### src/nibble_delta_yuv_unpacker_macros.svh
// assertion macros for the nibble delta yuv unpacker
`ifndef NIBBLE_DELTA_YUV_UNPACKER_MACROS_SVH
`define NIBBLE_DELTA_YUV_UNPACKER_MACROS_SVH

// same-cycle implication, checked out of reset
`define NUD_ASSERT_NOW(label, ante, cons) \
  label: assert property (@(posedge clk_i) disable iff (!rst_ni) (ante) |-> (cons)) \
    else $error("nud check failed");

// next-cycle implication, checked out of reset
`define NUD_ASSERT_NEXT(label, ante, cons) \
  label: assert property (@(posedge clk_i) disable iff (!rst_ni) (ante) |=> (cons)) \
    else $error("nud check failed");

`endif

### src/nud_pkg.sv
// package with types, limits and code decode functions of the yuv unpacker
`timescale 1ns / 1ps
package nud_pkg;

  typedef logic [7:0] pix_t;
  typedef logic [3:0] code_t;

  localparam pix_t LumaMin    = 8'd16;
  localparam pix_t LumaMax    = 8'd235;
  localparam pix_t ChromaMin  = 8'd16;
  localparam pix_t ChromaMax  = 8'd240;
  localparam pix_t LumaInit   = 8'h10;
  localparam pix_t ChromaInit = 8'h80;

  localparam code_t CodeDeltaHi = 4'h2;
  localparam code_t CodeDeltaLo = 4'he;

  // per code: value to add or absolute base level
  function automatic pix_t code_value(input code_t code);
    pix_t v;
    case (code)
      4'h0:    v = 8'h00;
      4'h1:    v = 8'h02;
      4'h2:    v = 8'h08;
      4'h3:    v = 8'h1c;
      4'h4:    v = 8'h30;
      4'h5:    v = 8'h44;
      4'h6:    v = 8'h58;
      4'h7:    v = 8'h6c;
      4'h8:    v = 8'h80;
      4'h9:    v = 8'h94;
      4'ha:    v = 8'ha8;
      4'hb:    v = 8'hbc;
      4'hc:    v = 8'hd0;
      4'hd:    v = 8'he4;
      4'he:    v = 8'hf8;
      4'hf:    v = 8'hfe;
      default: v = 8'h00;
    endcase
    return v;
  endfunction

  // delta codes wrap modulo 256, level codes keep the old lsb
  function automatic pix_t apply_code(input pix_t prev, input code_t code);
    pix_t r;
    if (code <= CodeDeltaHi || code >= CodeDeltaLo) begin
      r = prev + code_value(code);
    end else begin
      r = code_value(code) + {7'd0, prev[0]};
    end
    return r;
  endfunction

  function automatic pix_t clamp_to(input pix_t v, input pix_t lo, input pix_t hi);
    pix_t r;
    if (v < lo) begin
      r = lo;
    end else if (v > hi) begin
      r = hi;
    end else begin
      r = v;
    end
    return r;
  endfunction

endpackage

### src/nibble_delta_yuv_unpacker.sv
// top level of the nibble delta yuv unpacker: input register, decode, result register
`timescale 1ns / 1ps
`include "nibble_delta_yuv_unpacker_macros.svh"

// Decodes one packed byte per item into a luma value and one chroma value
// (U and V alternate, flagged by chroma_is_v_o). The block sustains one item
// per clock cycle while the output is not stalled; an accepted item moves from
// the input register into the result register, which drives the output. The
// running luma, both chroma stores and the U/V selector are updated as an
// item moves from the input register into the result register, so the decode
// of one item feeds the next item directly. A held output stalls the result
// register only; the input register still takes one more item, so upstream
// stalls only once the input register is full as well.
// A line start on an item resets luma to 16, both chroma stores to 128 and
// the selector to U before that item is decoded.
module nibble_delta_yuv_unpacker (
  input  logic          clk_i,
  input  logic          rst_ni,
  input  logic          in_valid_i,
  output logic          in_stall_o,
  input  nud_pkg::pix_t code_byte_i,
  input  logic          line_start_i,
  output logic          out_valid_o,
  input  logic          out_stall_i,
  output nud_pkg::pix_t luma_o,
  output nud_pkg::pix_t chroma_o,
  output logic          chroma_is_v_o
);
  import nud_pkg::*;

  // input register
  logic  in_valid_q;
  pix_t  in_byte_q;
  logic  in_start_q;

  // decode state
  pix_t  luma_q;
  pix_t  chroma_u_q;
  pix_t  chroma_v_q;
  logic  sel_q;

  // result register
  logic  out_valid_q;
  pix_t  luma_out_q;
  pix_t  chroma_out_q;
  logic  is_v_out_q;

  logic  res_hold;
  logic  advance;
  logic  in_take;

  // decode path
  logic  sel_d;
  pix_t  luma_prev;
  pix_t  chroma_prev;
  pix_t  luma_d;
  pix_t  chroma_d;
  pix_t  chroma_u_base;
  pix_t  chroma_v_base;

  // result register is full and not drained this cycle
  assign res_hold   = out_valid_q && out_stall_i;
  assign advance    = in_valid_q && !res_hold;
  // input register can refill when empty or moving on
  assign in_stall_o = in_valid_q && res_hold;
  assign in_take    = in_valid_i && !in_stall_o;

  always_comb begin
    // line start puts everything back to the reset levels first
    sel_d         = in_start_q ? 1'b0 : sel_q;
    luma_prev     = in_start_q ? LumaInit : luma_q;
    chroma_u_base = in_start_q ? ChromaInit : chroma_u_q;
    chroma_v_base = in_start_q ? ChromaInit : chroma_v_q;
    chroma_prev   = sel_d ? chroma_v_base : chroma_u_base;

    luma_d   = clamp_to(apply_code(luma_prev, in_byte_q[3:0]), LumaMin, LumaMax);
    chroma_d = clamp_to(apply_code(chroma_prev, in_byte_q[7:4]), ChromaMin, ChromaMax);
  end

  always_ff @(posedge clk_i or negedge rst_ni) begin
    if (!rst_ni) begin
      in_valid_q  <= 1'b0;
      out_valid_q <= 1'b0;
      luma_q      <= LumaInit;
      chroma_u_q  <= ChromaInit;
      chroma_v_q  <= ChromaInit;
      sel_q       <= 1'b0;
    end else begin
      if (!in_stall_o) begin
        in_valid_q <= in_valid_i;
      end
      if (!res_hold) begin
        out_valid_q <= in_valid_q;
      end
      if (advance) begin
        luma_q <= luma_d;
        // the store not used still takes its line-start reset
        chroma_u_q <= sel_d ? chroma_u_base : chroma_d;
        chroma_v_q <= sel_d ? chroma_d : chroma_v_base;
        sel_q      <= !sel_d;
      end
    end
  end

  // payload registers, no reset
  always_ff @(posedge clk_i) begin
    if (in_take) begin
      in_byte_q  <= code_byte_i;
      in_start_q <= line_start_i;
    end
    if (advance) begin
      luma_out_q   <= luma_d;
      chroma_out_q <= chroma_d;
      is_v_out_q   <= sel_d;
    end
  end

  assign out_valid_o   = out_valid_q;
  assign luma_o        = luma_out_q;
  assign chroma_o      = chroma_out_q;
  assign chroma_is_v_o = is_v_out_q;

  `NUD_ASSERT_NOW(a_luma_range, out_valid_o, luma_o >= LumaMin && luma_o <= LumaMax)
  `NUD_ASSERT_NOW(a_chroma_range, out_valid_o, chroma_o >= ChromaMin && chroma_o <= ChromaMax)
  `NUD_ASSERT_NEXT(a_start_is_u, advance && in_start_q, out_valid_o && !chroma_is_v_o)
  `NUD_ASSERT_NEXT(a_sel_toggles, advance, sel_q == !chroma_is_v_o)

endmodule
### config.mk
export PLATFORM = sky130hd
export DESIGN_NAME = nibble_delta_yuv_unpacker
export DESIGN_NICKNAME = d
export VERILOG_FILES = /design/src/nud_pkg.sv /design/src/nibble_delta_yuv_unpacker.sv
export VERILOG_INCLUDE_DIRS = /design/src /design/src/src
export SDC_FILE = /design/constraint.sdc
export NUM_CORES = 1
export LEC_CHECK = 0
export ABC_CLOCK_PERIOD_IN_PS = 4500
export BUFFER_PORTS_ARGS = -buffer_cell sky130_fd_sc_hd__buf_2
export CORE_MARGIN = 2
export CORE_UTILIZATION = 36
export CTS_BUF_LIST = sky130_fd_sc_hd__clkbuf_2 sky130_fd_sc_hd__clkbuf_4 sky130_fd_sc_hd__clkbuf_8
export DETAILED_ROUTE_END_ITERATION = 12
export HOLD_SLACK_MARGIN = 0.03
export PLACE_DENSITY = 0.53
export SETUP_SLACK_MARGIN = 0.3
export SLEW_MARGIN = 5
export SYNTH_ARGS = -nofsm -noshare
export SYNTH_HDL_FRONTEND = slang
export SYNTH_SLANG_ARGS = --single-unit
### constraint.sdc
create_clock -name clk_i -period 4.5 [get_ports clk_i]
set_clock_uncertainty 0.05 [all_clocks]
set_input_delay 0.45 -clock clk_i [delete_from_list [all_inputs] [get_ports clk_i]]
set_output_delay 0.45 -clock clk_i [all_outputs]
set_load 0.05 [all_outputs]
Yosys cells after proc, flatten, opt, wreduce, memory -nomap -nowiden
Memories as Yosys holds them, arrays and structs flattened. A register that Yosys moved wholly into a read port is not among the register bits.
Index checks and enable logic that the tools add are counted.

storage, ports and cells
  bits in registers = 53
  ROM bits = 448
  output and inout port bits = 19
  word-level logic and storage cells = 57
  memories = 4

operators by class
  add/sub/neg operators = 4
  magnitude comparators = 8
  mux-type cells = 21
  reductions and logical operators = 9

memories
  memory           depth  bits a word  rd ports  clocked after Yosys merged registers in  write ports  RTL line       source
  (no name shown)  16     7            1         1                                        0            nud_pkg.sv:21  case (code)
  (no name shown)  16     7            1         1                                        0            nud_pkg.sv:21
  (no name shown)  16     7            1         1                                        0            nud_pkg.sv:21
  (no name shown)  16     7            1         1                                        0            nud_pkg.sv:21

operators with widths
  operator                                                     count
  two-way mux 8 bit                                            16
  adder 8 x 1 -> 8 bit                                         2
  adder 8 bit                                                  2
  greater-than comparator 8 bit (second input constant)        2
  less-than comparator 8 x 5 -> 1 bit (second input constant)  2
  two-way mux 4 bit                                            4
  greater-or-equal comparator 4 bit (second input constant)    2
  <= comparator 4 x 2 -> 1 bit (second input constant)         2
  logical AND 1 bit                                            4
  logical NOT 1 bit                                            3
  logical OR 1 bit                                             2
  two-way mux 1 bit                                            1

Longest topological paths before layout
  depth in word-level cells = 9
  mapped depth = 13
  depth with buffers taken out = 11

Worst setup path after synthesis
No wires, ideal clock.

  kind = register -> register
  start = register sel_q
  end = register chroma_out_q[0] (netlist: chroma_o[0]), data pin
  library setup time = 0.269 ns
  data arrival time = 2.925 ns
  data required time = 4.181 ns
  slack = 1.256 ns
  stages on the path, launching flop included = 14
  buffers on the path = 2
  period minus slack after synthesis = 3.244 ns
  cells stage by stage = dfrtp_1 clkbuf_1 buf_1 mux2i_1 nor2_1 ha_1 fa_1 a21oi_1 o221ai_1 mux2i_1 xnor2_1 and3_4 or2_4 nor3_1

between the ends
  word-level cells in the longest chain between the ends = 7
  elaborated cells on any way between the ends = 9
  classes of those cells = add/sub (2); order compare (2); mux (5)

ends and longest elaborated chain
  element                                                     RTL line                          source
  start: declaration                                          nibble_delta_yuv_unpacker.sv:40   logic sel_q;
  start signal: assignment                                    nibble_delta_yuv_unpacker.sv:100  sel_q <= !sel_d;
  two-way mux 1 bit *                                         nibble_delta_yuv_unpacker.sv:70   sel_d = in_start_q ? 1'b0 : sel_q;
  two-way mux 8 bit *                                         nibble_delta_yuv_unpacker.sv:74   chroma_prev = sel_d ? chroma_v_base : chroma_u_base;
  adder 8 x 1 -> 8 bit / adder 8 bit (equally long branches)  nud_pkg.sv:49, nud_pkg.sv:47
  two-way mux 8 bit *                                         nud_pkg.sv:46                     if (code <= CodeDeltaHi || code >= CodeDeltaLo) begin
  greater-than comparator 8 bit                               nud_pkg.sv:58                     end else if (v > hi) begin
  two-way mux 8 bit                                           nud_pkg.sv:58
  two-way mux 8 bit *                                         nud_pkg.sv:56                     if (v < lo) begin
  named net chroma_d[0]                                       nibble_delta_yuv_unpacker.sv:57   pix_t chroma_d;
  end signal: assignment                                      nibble_delta_yuv_unpacker.sv:113  chroma_out_q <= chroma_d;
  end: declaration                                            nibble_delta_yuv_unpacker.sv:45   pix_t chroma_out_q;

Mark *: on every way through the listed nets, which the timed path passes. The rest lies on a longest branch.
A chain may end at the register's enable or synchronous reset.

Worst setup path in the final report
  start = register in_start_q
  end = register luma_q[1]

between the ends
  word-level cells in the longest chain between the ends = 6
  elaborated cells on any way between the ends = 8
  classes of those cells = add/sub (2); order compare (2); mux (4)

ends and longest elaborated chain
  element                                                     RTL line                          source
  start: declaration                                          nibble_delta_yuv_unpacker.sv:34   logic in_start_q;
  start signal: assignment                                    nibble_delta_yuv_unpacker.sv:109  in_start_q <= line_start_i;
  two-way mux 8 bit *                                         nibble_delta_yuv_unpacker.sv:71   luma_prev = in_start_q ? LumaInit : luma_q;
  adder 8 x 1 -> 8 bit / adder 8 bit (equally long branches)  nud_pkg.sv:49, nud_pkg.sv:47
  two-way mux 8 bit *                                         nud_pkg.sv:46
  greater-than comparator 8 bit                               nud_pkg.sv:58
  two-way mux 8 bit                                           nud_pkg.sv:58
  two-way mux 8 bit *                                         nud_pkg.sv:56
  named net luma_d[1]                                         nibble_delta_yuv_unpacker.sv:56   pix_t luma_d;
  end signal: assignment                                      nibble_delta_yuv_unpacker.sv:84   luma_q <= LumaInit;
  end signal: assignment                                      nibble_delta_yuv_unpacker.sv:96   luma_q <= luma_d;
  end: declaration                                            nibble_delta_yuv_unpacker.sv:37   pix_t luma_q;

Marked as above.

==> summary.txt <==
Status
  – Outcome: completed

Route
  – Antenna-violating nets left: 0
  – First-pass DRT Iterations: 4
  – Vias: 2,756
  – Post-DR wirelength/cell: 14.9 um
  – DR iter-0 viols: 119
  – Routed wire length: 8040 um
  – DRC Markers: 0
  – Vias per inst: 5.12

Placement
  – Post-detail-place hpwl: 5950 um
  – Placed Cells: 522
  – Global placer's final weighted congestion: 0.893
  – IO buf count: 31

Logic synthesis
  – Dominant synthesized flop cell: edfxtp_1
  – Synthesized area: 0.00376 mm2
  – Synth unique cells: 60
  – Share of the synthesized area in the top cell type: 20.8%
  – Avg Cell Area, Syn: 10.3 um2
  – EDFF count, synth: 26
  – Synth area leaders: edfxtp_1 (21%), dfrtp_1 (16%), dfxtp_1 (7.5%)
  – Cell taking the most area after synthesis: edfxtp_1
  – Mapped Nets: 401
  – Seq/Total Area, Yosys: 46.3%
  – FFs w/ async S/R, synth: 40.3%
  – Ys Warns: 0
  – #FFs+latches synth: 67
  – Cells after Synth: 366

Setup path
  – CP Capture Type: register
  – Startpoint types: register
  – Worst Path Arrival: 3.61 ns
  – Crit Path Category: reg2reg
  – Critical path peak fanout: 22
  – Critical path required time: 4.67 ns

Clock network
  – Post-CTS Resized: 0
  – Maximum clock path buffer count: 2
  – Post-CTS setup repair buffer count: 0
  – Hold-fix buffers, CTS: 0
  – Sink Count: 67
  – CTS Root Cell: clkbuf_8
  – Worst-path clk slew: 0.08 ns
  – H-tree depth: 3
  – Skew-Pair Late Insertion Delay: 0.35 ns
  – CTS Buf Count: 9
  – CTS tree: yes

Floorplanning
  – Die area: 0.0113 mm2
  – Initial core utilization: 36.7%
  – IO Pins: 32
  – Die span in x: 106 um
  – Row cnt: 37
  – Core area: 0.0102 mm2
  – Chip height: 106 um

Timing
  – Relative slew margins: 54.6%
  – Minimum clock period: 3.43 ns
  – Max Clock Freq: 291 MHz
  – Final setup violation count: 0
  – RSZ-0062 raised after global routing: no
  – Actual slew at the worst max-slew pin: 0.681 ns
  – Max-slew violations: 0
  – Final Hold Fails: 0
  – TNS Setup: 0 ns
  – Final Cycle Share: 76.3%

Final layout
  – Post-Layout Cell Count: 538
  – Nets: 432
  – N_diodes: 0
  – Fillers: 1,000
  – Layout cells sized above 1: 18.2%
  – Layout area overhead: 12.8%
  – Multi-input combinational cell area: 0.00188 mm2
  – Sequential Area: 0.00174 mm2

Power
  – Leak pwr: 1.89 nW
  – Power Density: 484 mW/mm2
  – Maximum VDD drop: 138 uV

GRT
  – All-layer global routing usage: 15.3%
  – Largest net degree at the start of global routing: 28
  – Initial antenna violation count: 0
  – First-pass GRT wire length: 13,500 um
  – GRT overflow: 0
  – Vias in the first global route: 2,579

Flow run
  – Max Cap Viol: 0

Worst hold path
  – Hold Crit Class: in2async
[final timing paths]
kind,from,cells after the start,to,slack (ns)
worst max-delay path,in_start_q,10,luma_q[1],1.07
worst min-delay path,rst_ni,1,in_valid_q,0.08
worst max register to register,in_start_q,10,luma_q[1],1.07
worst min register to register,luma_q[6],2,luma_q[6],0.43
max in group asynchronous,rst_ni,1,luma_q[2],3.87
min in group clk_i,code_byte_i[4],1,in_byte_q[4],0.24
[metrics by stage]
step | hold WS (ns) | setup slack (ns) | util (%) | power, mW | cell area [um2]
after detailed placement | 0.410 | 1.11 | 39.5 | 1.55 | 4040
after CTS | 0.101 | 1.05 | 41.4 | 2.07 | 4240
after global placement | 0.406 | 1.24 | 39.5 | 1.55 | 4040
after global routing | 0.130 | 0.845 | 41.4 | 2.18 | 4240
final | 0.0823 | 1.07 | 41.4 | 2.05 | 4240
after floorplan | 0.104 | 1.26 | - | 1.39 | 3760
[worst max-delay path, stage by stage (launching register included)]
cell      delay (ns)
edfxtp_1        0.78
nor2b_1         0.13
ha_1            0.24
fa_1            0.44
a211o_1         0.32
a21oi_1         0.19
mux2i_1         0.25
nand2_1         0.15
nor4_4          0.36
a21oi_1         0.11
mux2_2          0.29
[report_power, final]
group / switching (mW) / internal [mW]
logic: 0.417 / 0.257
clock network: 0.252 / 0.257
registers: 0.0903 / 0.776
total: 0.760 / 1.29
[cell type report]
class	instances	share of cell area, %
Clock buffer	9	2.92
Clock inverter	7	1.80
Inverter	23	2.04
Multi-Input combinational cell	264	44.3
Sequential cell	67	41.1
Tap cell	136	4.01
Timing Repair Buffer	32	3.84
[metal layers]
layer  share of wire [%]  GRT usage [%]  up-vias
met2                  40           20.4       62
met4                 1.2           6.95        0
met1                  54           23.7     1290
met5                   0              0        -
met3                 4.7           2.76        7
li1                    -              -     1397
[cells in the final DEF, fill, tap and decap left out, drive strengths merged, types with 3 or more instances in the layout]
cell | synthesis | final
a31oi | 4 | 4
nand3 | 8 | 8
dfstp | 3 | 3
o31ai | 7 | 7
nor2 | 24 | 24
and3 | 3 | 3
clkbuf | 7 | 9
edfxtp | 26 | 26
nor3 | 8 | 8
nand2b | 6 | 6
a21o | 6 | 6
inv | 23 | 24
buf | 5 | 32
xnor2 | 5 | 5
a211oi | 4 | 4
dfrtp | 24 | 24
ha | 20 | 20
a21oi | 28 | 28
or2 | 3 | 3
o22a | 3 | 3
o21ai | 17 | 17
a22o | 3 | 3
mux2 | 8 | 8
a211o | 4 | 4
nand2 | 41 | 41
nor2b | 6 | 6
mux2i | 20 | 20
clkinvlp | 0 | 5
dfxtp | 14 | 14
[cells in the mapped netlist, types with 3 or more instances]
| library cell | instances |
|---|---|
| buf_2 | 3 |
| mux2_2 | 8 |
| edfxtp_1 | 26 |
| nor2_1 | 24 |
| nor3_1 | 4 |
| nor3_2 | 4 |
| a211o_1 | 4 |
| inv_1 | 23 |
| o21ai_0 | 15 |
| a22o_1 | 3 |
| dfrtp_1 | 24 |
| nand2_1 | 41 |
| ha_1 | 20 |
| nand3_1 | 8 |
| o22a_1 | 3 |
| clkbuf_1 | 7 |
| nand2b_1 | 6 |
| mux2i_1 | 20 |
| nor2b_1 | 6 |
| a31oi_1 | 4 |
| xnor2_1 | 5 |
| a21oi_1 | 28 |
| o31ai_1 | 7 |
| dfstp_2 | 3 |
| dfxtp_1 | 14 |
| a21o_1 | 6 |
[kinds of logic after synthesis]
| family | Yosys count | share of synthesized area, % |
|---|---|---|
| compound gates | 96 | 17.7 |
| xor+xnor | 7 | 1.63 |
| fa+ha+maj | 22 | 7.72 |
| buf+inv | 35 | 3.69 |
| flops | 67 | 46.3 |
| mux | 28 | 7.72 |
| simple gates | 111 | 15.2 |
Power figures use the tool's default switching activity.
